===== config.mk =====
export PLATFORM = sky130hd
export DESIGN_NAME = rgbc_filter
export DESIGN_NICKNAME = d
export VERILOG_FILES = /design/src/rtl/rgbc_pkg.sv /design/src/rtl/rgbc_filter.sv
export SDC_FILE = /design/constraint.sdc
export NUM_CORES = 1
export LEC_CHECK = 0
export ABC_AREA = 0
export BUFFER_PORTS_ARGS = -buffer_cell sky130_fd_sc_hd__buf_2
export CAP_MARGIN = 40
export CORE_AREA = 2 2 203 205
export DETAILED_ROUTE_END_ITERATION = 16
export DIE_AREA = 0 0 205 207
export HOLD_SLACK_MARGIN = 0.15
export PLACE_DENSITY = 0.81
export SYNTH_ARGS = -nofsm -noshare
export SYNTH_HDL_FRONTEND = slang
export SYNTH_SLANG_ARGS = --single-unit

===== constraint.sdc =====
create_clock -name clk -period 1.7 [get_ports clk]
set_input_delay 0.085 -clock clk [delete_from_list [all_inputs] [get_ports clk]]
set_output_delay 0.085 -clock clk [all_outputs]
set_load 0.02 [all_outputs]

===== src/rtl/rgbc_pkg.sv =====
// Shared types, constants and kernel arithmetic for the RGB 3x3 convolution stream.
package rgbc_pkg;

    localparam int MAX_WIDTH_DEF = 2048;
    localparam int MAX_HEIGHT    = 4096;
    localparam int ROW_W         = 12;
    localparam int CFG_IDX_W     = 2;
    localparam int CFG_DATA_W    = 13;
    localparam int SUM_W         = 13;
    localparam int BLUR_SHIFT    = 4;

    localparam logic [CFG_IDX_W-1:0] REG_KERNEL = 2'd0;
    localparam logic [CFG_IDX_W-1:0] REG_WIDTH  = 2'd1;
    localparam logic [CFG_IDX_W-1:0] REG_HEIGHT = 2'd2;

    localparam logic [1:0] KERNEL_EDGE     = 2'd0;
    localparam logic [1:0] KERNEL_BLUR     = 2'd1;
    localparam logic [1:0] KERNEL_IDENTITY = 2'd2;
    localparam logic [1:0] KERNEL_SHARPEN  = 2'd3;

    localparam logic [1:0]       KERNEL_RESET = KERNEL_IDENTITY;
    localparam logic [11:0]      WIDTH_RESET  = 12'd640;
    localparam logic [ROW_W-1:0] HM1_RESET    = 12'd479;

    typedef struct packed {
        logic [7:0] red;
        logic [7:0] green;
        logic [7:0] blue;
    } pixel_t;

    // One window column: three vertically adjacent pixels.
    typedef struct packed {
        pixel_t top;
        pixel_t mid;
        pixel_t bot;
    } column_t;

    // Element 2 is the newest (rightmost) column.
    typedef column_t [2:0] window_t;

    // Results that one stage slot will deliver, and how to form them.
    typedef struct packed {
        logic [1:0] count;
        logic       left_dup;
        logic       last;
    } emit_t;

    typedef struct packed {
        logic [7:0] red;
        logic [7:0] green;
        logic [7:0] blue;
        logic       eol;
        logic       eof;
    } result_t;

    typedef logic signed [SUM_W-1:0] sum_t;

    typedef struct packed {
        sum_t red;
        sum_t green;
        sum_t blue;
    } sums_t;

    // Weighted sum of a 3x3 block, p[row*3 + col], for the selected kernel.
    function automatic sum_t kernel_sum(input logic [1:0] ks, input logic [8:0][7:0] p);
        sum_t corners;
        sum_t edges;
        sum_t centre;
        sum_t res;
        corners = sum_t'(p[0]) + sum_t'(p[2]) + sum_t'(p[6]) + sum_t'(p[8]);
        edges   = sum_t'(p[1]) + sum_t'(p[3]) + sum_t'(p[5]) + sum_t'(p[7]);
        centre  = sum_t'(p[4]);
        case (ks)
            KERNEL_EDGE:    res = (centre <<< 3) - corners - edges;
            KERNEL_BLUR:    res = corners + (edges <<< 1) + (centre <<< 2);
            KERNEL_SHARPEN: res = (centre <<< 2) + centre - edges;
            default:        res = centre;
        endcase
        return res;
    endfunction

    // Negative sums go to zero before the blur scaling; large ones saturate.
    function automatic logic [7:0] sat_pixel(input logic [1:0] ks, input sum_t s);
        sum_t       v;
        logic [7:0] p;
        v = (ks == KERNEL_BLUR) ? (s >>> BLUR_SHIFT) : s;
        if (s < 0)
            p = 8'h00;
        else if (v > sum_t'(255))
            p = 8'hff;
        else
            p = v[7:0];
        return p;
    endfunction

endpackage


===== src/rtl/rgbc_filter.sv =====
// Kernel sums and saturation for the two results a window position can produce.
module rgbc_filter
    import rgbc_pkg::*;
(
    input  logic       clk,
    input  logic       rst_n,
    input  logic [1:0] kernel,
    input  emit_t      ctl,
    input  window_t    window,
    output logic [1:0] push_count,
    output result_t    res_a,
    output result_t    res_b
);

    emit_t   ctl_reg;
    sums_t   sums_a_reg;
    sums_t   sums_b_reg;
    sums_t   sums_a_next;
    sums_t   sums_b_next;
    column_t left_col;

    function automatic sums_t block_sums(input logic [1:0] ks, input column_t l,
                                         input column_t c, input column_t r);
        logic [8:0][7:0] pr;
        logic [8:0][7:0] pg;
        logic [8:0][7:0] pb;
        sums_t           s;
        pr = {r.bot.red, c.bot.red, l.bot.red, r.mid.red, c.mid.red, l.mid.red,
              r.top.red, c.top.red, l.top.red};
        pg = {r.bot.green, c.bot.green, l.bot.green, r.mid.green, c.mid.green, l.mid.green,
              r.top.green, c.top.green, l.top.green};
        pb = {r.bot.blue, c.bot.blue, l.bot.blue, r.mid.blue, c.mid.blue, l.mid.blue,
              r.top.blue, c.top.blue, l.top.blue};
        s.red   = kernel_sum(ks, pr);
        s.green = kernel_sum(ks, pg);
        s.blue  = kernel_sum(ks, pb);
        return s;
    endfunction

    // The first column of a line replicates itself as its left neighbor.
    assign left_col = ctl.left_dup ? window[1] : window[0];

    always_comb
    begin
        sums_a_next = block_sums(kernel, left_col, window[1], window[2]);
        // Last column of a line: the right edge is replicated.
        sums_b_next = block_sums(kernel, window[1], window[2], window[2]);
    end

    always_ff @(posedge clk or negedge rst_n)
    begin
        if (!rst_n)
            ctl_reg <= '0;
        else
            ctl_reg <= ctl;
    end

    always_ff @(posedge clk)
    begin
        sums_a_reg <= sums_a_next;
        sums_b_reg <= sums_b_next;
    end

    always_comb
    begin
        res_a.red   = sat_pixel(kernel, sums_a_reg.red);
        res_a.green = sat_pixel(kernel, sums_a_reg.green);
        res_a.blue  = sat_pixel(kernel, sums_a_reg.blue);
        res_a.eol   = ctl_reg.last;
        res_a.eof   = ctl_reg.last;
        res_b.red   = sat_pixel(kernel, sums_b_reg.red);
        res_b.green = sat_pixel(kernel, sums_b_reg.green);
        res_b.blue  = sat_pixel(kernel, sums_b_reg.blue);
        res_b.eol   = 1'b1;
        res_b.eof   = 1'b0;
    end

    assign push_count = ctl_reg.count;

endmodule


==> results of run 1 <==
## routing by layer
layer	global-route usage, %	overflow
met1	87.4	26
met2	96.4	124
met3	84.0	14
met4	86.7	115
met5	67.6	4
## through the flow
stage / setup TNS (ps) / setup slack (ps) / cell area [µm²] / instances / util (%)
2_1_floorplan: -175120 / -3340 / 24900 / 2618 / -
3_3_place_gp: -206730 / -3480 / 32400 / 4132 / 80.3
3_5_place_dp: -214260 / -3610 / 32400 / 4132 / 80.3
4_1_cts: -173920 / -3100 / 35000 / 4219 / 86.7
## cells by family after synthesis
kind of cell,Yosys count,synth area share (%)
adders and majority gates,654,43.5
AOI/OAI and AO/OA,625,16.5
buffers and inverters,449,7.13
and+or+nand+nor,403,8.49
xor gates and xnor gates,241,8.81
muxes,163,8.65
DFF,81,6.83
other,2,0.0313
## repair_timing
item / CTS
pin swaps: 203
gates resized for setup: 406
endpoints found under the hold margin: 6
buffers inserted: 71
endpoints found under the setup margin: 104
hold buffers: 5
==> impl_metrics.csv, run 1 <==
group,metric,value,unit
logic_synthesis,ys.warnings.count,0,
timing,worstEndpointGrtRepair,"sums_a_reg[37]$_DFF_P_/D",
cts,cts_buffers,9,
logic_synthesis,async_flop_share,3.70,%
grt,grt_max_degree,49,
placement,hpwl,72200,µm
logic_synthesis,synth_seq_area_share,6.83,%
cts,h-tree-depth,3,
logic_synthesis,synthTopCellsByArea,"fa_1 (25%), ha_1 (18%), dfxtp_1 (6.5%), inv_1 (6.3%), xnor2_1 (5.9%)",
run_status,haltStage,"global routing",
logic_synthesis,synthTopCellsByCount,"inv_1 (402), ha_1 (354), fa_1 (300), a21oi_1 (182), xnor2_1 (162)",
placement,io_buffers,275,
grt,overflow,283,
floorplan,die_y,207,µm
floorplan,initial_utilization,59.4,%
logic_synthesis,synth_nets,3496,
logic_synthesis,ys_types,81,
cts,cts_root_buf,"clkbuf_16",
floorplan,row_count,74,
floorplan,die_w,205,µm
logic_synthesis,synth_top_cell_by_area,"fa_1",
floorplan,io_pins,278,
cts,ctsLongestPathBuffers,2,
logic_synthesis,ys.flop_type,"dfxtp_1",
run_status,status,"aborted with a tool error",
logic_synthesis,yosysMostFrequentCell,"inv_1",
timing,worstEndpointType,"register data pin",
logic_synthesis,synth-seq-cells,81,
placement,gp_congestion,1.07,
logic_synthesis,synth_edf_count,0,
run_status,error,"[ERROR GRT-0232] Routing congestion too high. Check the congestion heatmap in the GUI.",
cts,clock-sinks,81,
logic_synthesis,syn_area,24000,µm²
logic_synthesis,netlist_instances,2618,
logic_synthesis,yosysTopAreaCellShare,25.1,%
grt,track_usage,88.6,%
logic_synthesis,syn_avg_cell_area,9.16,µm²
==> run 2, diff against run 1 <==
--- a/config.mk
+++ b/config.mk
@@ -8,11 +8,10 @@
 export ABC_AREA = 0
 export BUFFER_PORTS_ARGS = -buffer_cell sky130_fd_sc_hd__buf_2
 export CAP_MARGIN = 40
-export CORE_AREA = 2 2 203 205
+export CORE_AREA = 2 2 248 250
 export DETAILED_ROUTE_END_ITERATION = 16
-export DIE_AREA = 0 0 205 207
-export HOLD_SLACK_MARGIN = 0.15
-export PLACE_DENSITY = 0.81
+export DIE_AREA = 0 0 250 252
+export PLACE_DENSITY_LB_ADDON = 0.15
 export SYNTH_ARGS = -nofsm -noshare
 export SYNTH_HDL_FRONTEND = slang
 export SYNTH_SLANG_ARGS = --single-unit
==> impl_metrics.csv, run 2 <==
group,metric,value,unit
run_status,status,"complete, but fails checks",
run_status,violations,"negative setup slack",
worst_setup_path,path_common_cell,"a21oi_2",
logic_synthesis,synthTopCellsByArea,"fa_1 (25%), ha_1 (18%), dfxtp_1 (6.5%), inv_1 (6.3%), xnor2_1 (5.9%)",
cts,ctsLongestPathBuffers,2,
grt,track_usage,27.0,%
worst_hold_path,min_to,"sums_a_reg[23]",
timing,setup_viol,80,
worst_setup_path,endpoint_kind,"register",
logic_synthesis,ys.warnings.count,0,
timing,min_period,4870,ps
worst_setup_path,arrival,5110,ps
worst_setup_path,crit_type,"primary input to register",
timing,rsz0062_at_grt,"yes",
cts,cts_tree,"yes",
floorplan,row_count,90,
final_layout,fin_util,61.8,%
final_layout,nNetsFinal,4620,
drt,firstDrtPassIters,5,
placement,io_buffers,275,
drt,wirelength,85500,µm
drt,wl_per_cell,18.9,µm
logic_synthesis,syn_area,24000,µm²
timing,hold_viol_final,0,
logic_synthesis,yosysTopAreaCellShare,25.1,%
floorplan,die_w,250,µm
logic_synthesis,netlist_instances,2618,
worst_hold_path,hp-class,"primary input to register",
drt,vias,23300,
drt,postRouteAntennaNets,0,
logic_synthesis,synth_nets,3496,
grt,grt_pass1_wl,134000,µm
final_layout,n_antenna_cell,0,
cts,cts_buffers,9,
worst_setup_path,path_cells,"buf_16 -> mux2i_4 -> fa_1 -> inv_2 -> fa_1 -> ha_2 -> fa_2 -> a21o_1 -> a21oi_2 -> nor2b_1 -> o21a_1 -> o21ai_1 -> nand2b_1 -> a21oi_2 -> ha_1 -> and4_1 -> a21o_1 -> a21oi_2 -> ha_4 -> and3_4 -> a31oi_4 -> and4b_1 -> xnor2_1 -> o221ai_1",
worst_setup_path,cpPeakStageDelay,520,ps
drt,drc,0,
grt,grt_pass1_vias,25200,
logic_synthesis,async_flop_share,3.70,%
timing,fin_crit_sh,286,%
worst_setup_path,cp-start-kind,"primary input",
logic_synthesis,synth-seq-cells,81,
cts,cts.clk_slew.worst_paths,70,ps
drt,first_iter_violations,1117,
timing,worst_pin_slew,482,ps
floorplan,die_y,252,µm
placement,dp_slack,-3760,ps
grt,antenna_found_initial,3,
final_layout,final_common_cell,"buf_4",
placement,gp_congestion,0.933,
logic_synthesis,synthTopCellsByCount,"inv_1 (402), ha_1 (354), fa_1 (300), a21oi_1 (182), xnor2_1 (162)",
final_layout,area_growth,55.2,%
final_layout,layout-drive-gt1-share,48.3,%
placement,hpwl,71400,µm
cts,cts_root_buf,"clkbuf_16",
flow_run,drv_cap,0,
worst_hold_path,min_from,"kernel[1]",
worst_setup_path,crit_required,1940,ps
floorplan,io_pins,278,
timing,slew_violations,0,
timing,fmax,205,MHz
floorplan,core_area,60100,µm²
timing,finalWorstSetupSlack,-3170,ps
floorplan,initial_utilization,39.9,%
floorplan,die_area,63000,µm²
worst_setup_path,cp_max_fo,6,
grt,overflow,0,
cts,clock-sinks,81,
worst_setup_path,slowest_stage,"fa_1",
final_layout,final_cell_mix,"buf_4 (793), inv_1 (336), fa_1 (265), ha_1 (253), buf_2 (250)",
worst_hold_path,whs_path_depth,4,
logic_synthesis,synth_edf_count,0,
logic_synthesis,ys_types,81,
logic_synthesis,synth_top_cell_by_area,"fa_1",
logic_synthesis,ys.flop_type,"dfxtp_1",
grt,grt_max_degree,31,
timing,maxSlewHeadroom,67.4,%
logic_synthesis,yosysMostFrequentCell,"inv_1",
logic_synthesis,synth_seq_area_share,6.83,%
logic_synthesis,syn_avg_cell_area,9.16,µm²
drt,viasPerCell,5.15,
cts,h-tree-depth,3,
-- run 2: cell counts after synthesis --
No cell type changed its count.
-- run 2: critical path, delay by kind of cell --
family | cells | cell delay, ps
buf+inv | 2 | 190
fa+ha+maj | 6 | 2090
mux | 1 | 190
compound gates | 9 | 1600
simple gates | 5 | 790
xor+xnor | 1 | 130
-- run 2: worst max-delay path by stage --
stage                start        endpoint  slack [ps]
floorplan           ctl[1]  sums_a_reg[24]       -3340
global placement    ctl[1]  sums_a_reg[20]       -3630
detailed placement  ctl[1]  sums_a_reg[20]       -3760
CTS                 ctl[1]  sums_a_reg[37]       -3040
global route        ctl[1]  sums_a_reg[24]       -3290
finish              ctl[1]  sums_a_reg[24]       -3170
-- run 2: final cells by class --
type	instances	area, µm²
multi-input cells	2088	24100
fillers	5091	22900
repair buffers	1159	8650
flip-flops and latches	81	1640
inverters	403	1550
well taps	782	978
clock buffers	11	253
clock inverters	5	36.3
-- run 2: timing repair --
item | 4_1_cts | 5_1_grt
pin swaps | 266 | 247
resized for setup | 415 | 276
buffers inserted | 78 | 54
hold buffers | 5 | 0
hold endpoints to repair | 6 | 0
endpoints found under the setup margin | 95 | 119
cloned | 2 | 0
-- run 2: kinds of logic (layout without fill, tap and decap cells) --
kind of cell	count (synthesis)	after routing	share of synthesized area [%]
adder cells (fa/ha/maj)	654	654	43.5
flip-flops	81	81	6.83
AO/OA/AOI/OAI	625	625	16.5
multiplexers	163	163	8.65
buffers and inverters	449	1578	7.13
AND/OR/NAND/NOR	403	403	8.49
other	2	2	0.0313
XOR/XNOR	241	241	8.81
-- run 2: layer usage --
layer	GRT usage, %	vias up	wire length, µm	part of all wire, %
met5	0	-	41	0.048
met2	47.5	496	42200	49
met3	3.00	103	3530	4.1
met4	6.01	6	1700	2.0
li1	-	11200	-	-
met1	35.6	11500	38100	45
-- run 2: metrics by stage --
step                std cells  area [µm²]  hold slack (ps)  TNS, ps
floorplan                2618       24900             -211  -175120
global placement         4406       32800             -122  -214580
detailed placement       4406       32800             -115  -218760
CTS                      4495       35500              171  -171930
global route             4529       37200              219  -185260
finish                   4529       37200              171  -175660
Power of run 2 is not shown: default switching activity piles up to over one toggle a cycle in this logic, so the estimate is an artifact.
==> run 3, diff against run 2 <==
--- a/config.mk
+++ b/config.mk
@@ -11,7 +11,7 @@
 export CORE_AREA = 2 2 248 250
 export DETAILED_ROUTE_END_ITERATION = 16
 export DIE_AREA = 0 0 250 252
-export PLACE_DENSITY_LB_ADDON = 0.15
+export PLACE_DENSITY_LB_ADDON = 0.3
 export SYNTH_ARGS = -nofsm -noshare
 export SYNTH_HDL_FRONTEND = slang
 export SYNTH_SLANG_ARGS = --single-unit
==> impl_metrics.csv, run 3 (same netlist as run 2, synthesis figures left out) <==
group,metric,value,unit
run_status,status,"complete, but fails checks",
run_status,violations,"negative setup slack",
timing,slew_violations,0,
timing,fin_crit_sh,286,%
worst_setup_path,arrival,5090,ps
worst_setup_path,crit_start,"ctl[1]",
floorplan,die_y,252,µm
worst_setup_path,cp-start-kind,"primary input",
floorplan,initial_utilization,39.9,%
worst_setup_path,endpoint,"sums_a_reg[24]",
worst_setup_path,cp_max_fo,6,
timing,min_period,4860,ps
final_layout,n_fill_cell,4688,
drt,first_iter_violations,1299,
timing,rsz0062_at_grt,"yes",
timing,setup_viol,77,
worst_hold_path,hp-class,"primary input to asynchronous set/reset pin",
drt,vias,23800,
placement,io_buffers,275,
placement,hpwl,70300,µm
final_layout,regArea,1650,µm²
final_layout,nNetsFinal,4617,
cts,cts_buffers,9,
grt,grt_pass1_vias,25600,
cts,clock-sinks,81,
final_layout,layoutNonFillerInstCount,4526,
cts,cts.clk_slew.worst_paths,80,ps
drt,firstDrtPassIters,5,
worst_setup_path,crit_required,1930,ps
timing,worst_pin_slew,583,ps
drt,viasPerCell,5.26,
drt,drc,0,
grt,grt_pass1_wl,133000,µm
grt,antenna_found_initial,1,
final_layout,layout-drive-gt1-share,49.0,%
cts,cts_root_buf,"clkbuf_16",
floorplan,die_w,250,µm
placement,gp_congestion,0.966,
floorplan,core_area,60100,µm²
cts,ctsLongestPathBuffers,2,
final_layout,final_cell_mix,"buf_4 (776), inv_1 (337), fa_1 (268), ha_1 (255), buf_2 (236)",
grt,overflow,0,
worst_setup_path,endpoint_kind,"register",
placement,dpl.cell_count,4399,
drt,wirelength,86600,µm
final_layout,n_antenna_cell,0,
grt,grt_max_degree,50,
timing,fmax,206,MHz
worst_setup_path,crit_type,"primary input to register",
timing,maxSlewHeadroom,60.6,%
cts,h-tree-depth,3,
flow_run,drv_cap,0,
timing,finalWorstSetupSlack,-3160,ps
cts,cts_tree,"yes",
drt,wl_per_cell,19.1,µm
timing,hold_viol_final,0,
floorplan,die_area,63000,µm²
final_layout,multiInputGateArea,24200,µm²
floorplan,row_count,90,
drt,postRouteAntennaNets,0,
final_layout,area_growth,56.7,%
grt,track_usage,26.6,%
final_layout,final_common_cell,"buf_4",
floorplan,io_pins,278,
[run 3: cell types whose count changed in the layout (fill, tap and decap cells not counted), moves of 7 or more]
cell	before	now
buf_6	91	116
buf_4	793	776
o21ai_2	29	45
buf_2	250	236
o21ai_0	87	75
a21oi_1	92	83
a21oi_2	73	81
dfxtp_1	74	66
buf_12	9	16
dfxtp_2	4	11
inv_2	60	53
xnor2_2	28	35
[run 3: cell type report]
type                            count  area share [%]
Clock inverter                      6           0.173
Clock buffer                       10           0.666
Timing Repair Buffer             1156            23.4
Multi-Input combinational cell   2088            64.5
Inverter                          403            4.16
Tap cell                          782            2.61
Sequential cell                    81            4.40
[run 3: worst min-delay path by stage]
stage | slack [ps] | from | end
final | 20 | rst_n | push_count[1]
after global routing | 20 | rst_n | push_count[1]
after CTS | 10 | rst_n | push_count[1]
after detailed placement | -120 | rst_n | push_count[1]
after global placement | -120 | rst_n | push_count[1]
after floorplan | -210 | rst_n | push_count[0]
[run 3: critical path: stages]
cell	delay, ps
buf_16	140
buf_12	140
mux2i_2	150
fa_1	490
inv_2	40
fa_1	470
ha_2	190
fa_2	340
a21o_1	200
a21oi_2	130
nor2b_1	60
o21a_1	190
or3_4	350
nand2_4	80
ha_4	200
a21o_1	160
a21oi_2	140
nor2b_1	80
a21o_1	180
a21oi_2	160
ha_4	240
nand3_1	120
nand2_2	90
a31oi_4	160
and4b_1	250
xnor2_1	120
o221ai_1	120
[run 3: metal layers]
layer | track usage [%] | routed length, µm
met5 | 0 | 11
met4 | 9.15 | 3060
met3 | 3.07 | 3960
met2 | 46.6 | 42900
met1 | 33.9 | 36700
[run 3: what timing repair did]
action                     4_1_cts  5_1_grt
gates resized for setup        454      336
setup buffers                   73       54
pin swaps                      225      239
hold buffers                     4        0
gates cloned                     0        0
setup endpoints to repair      107      112
hold endpoints to repair         6        0
[run 3: metrics by stage]
step | setup TNS (ps) | utilization [%] | setup slack [ps] | cell area, µm² | hold slack (ps)
3_3_place_gp | -213150 | 54.6 | -3580 | 32800 | -123
2_1_floorplan | -175120 | - | -3340 | 24900 | -211
6_report | -176530 | 62.5 | -3160 | 37600 | 22.1
5_1_grt | -184800 | 62.5 | -3310 | 37600 | 15.7
3_5_place_dp | -218870 | 54.6 | -3730 | 32800 | -116
4_1_cts | -172260 | 59.5 | -3070 | 35800 | 12.1
Power of run 3 is left out for the same reason.
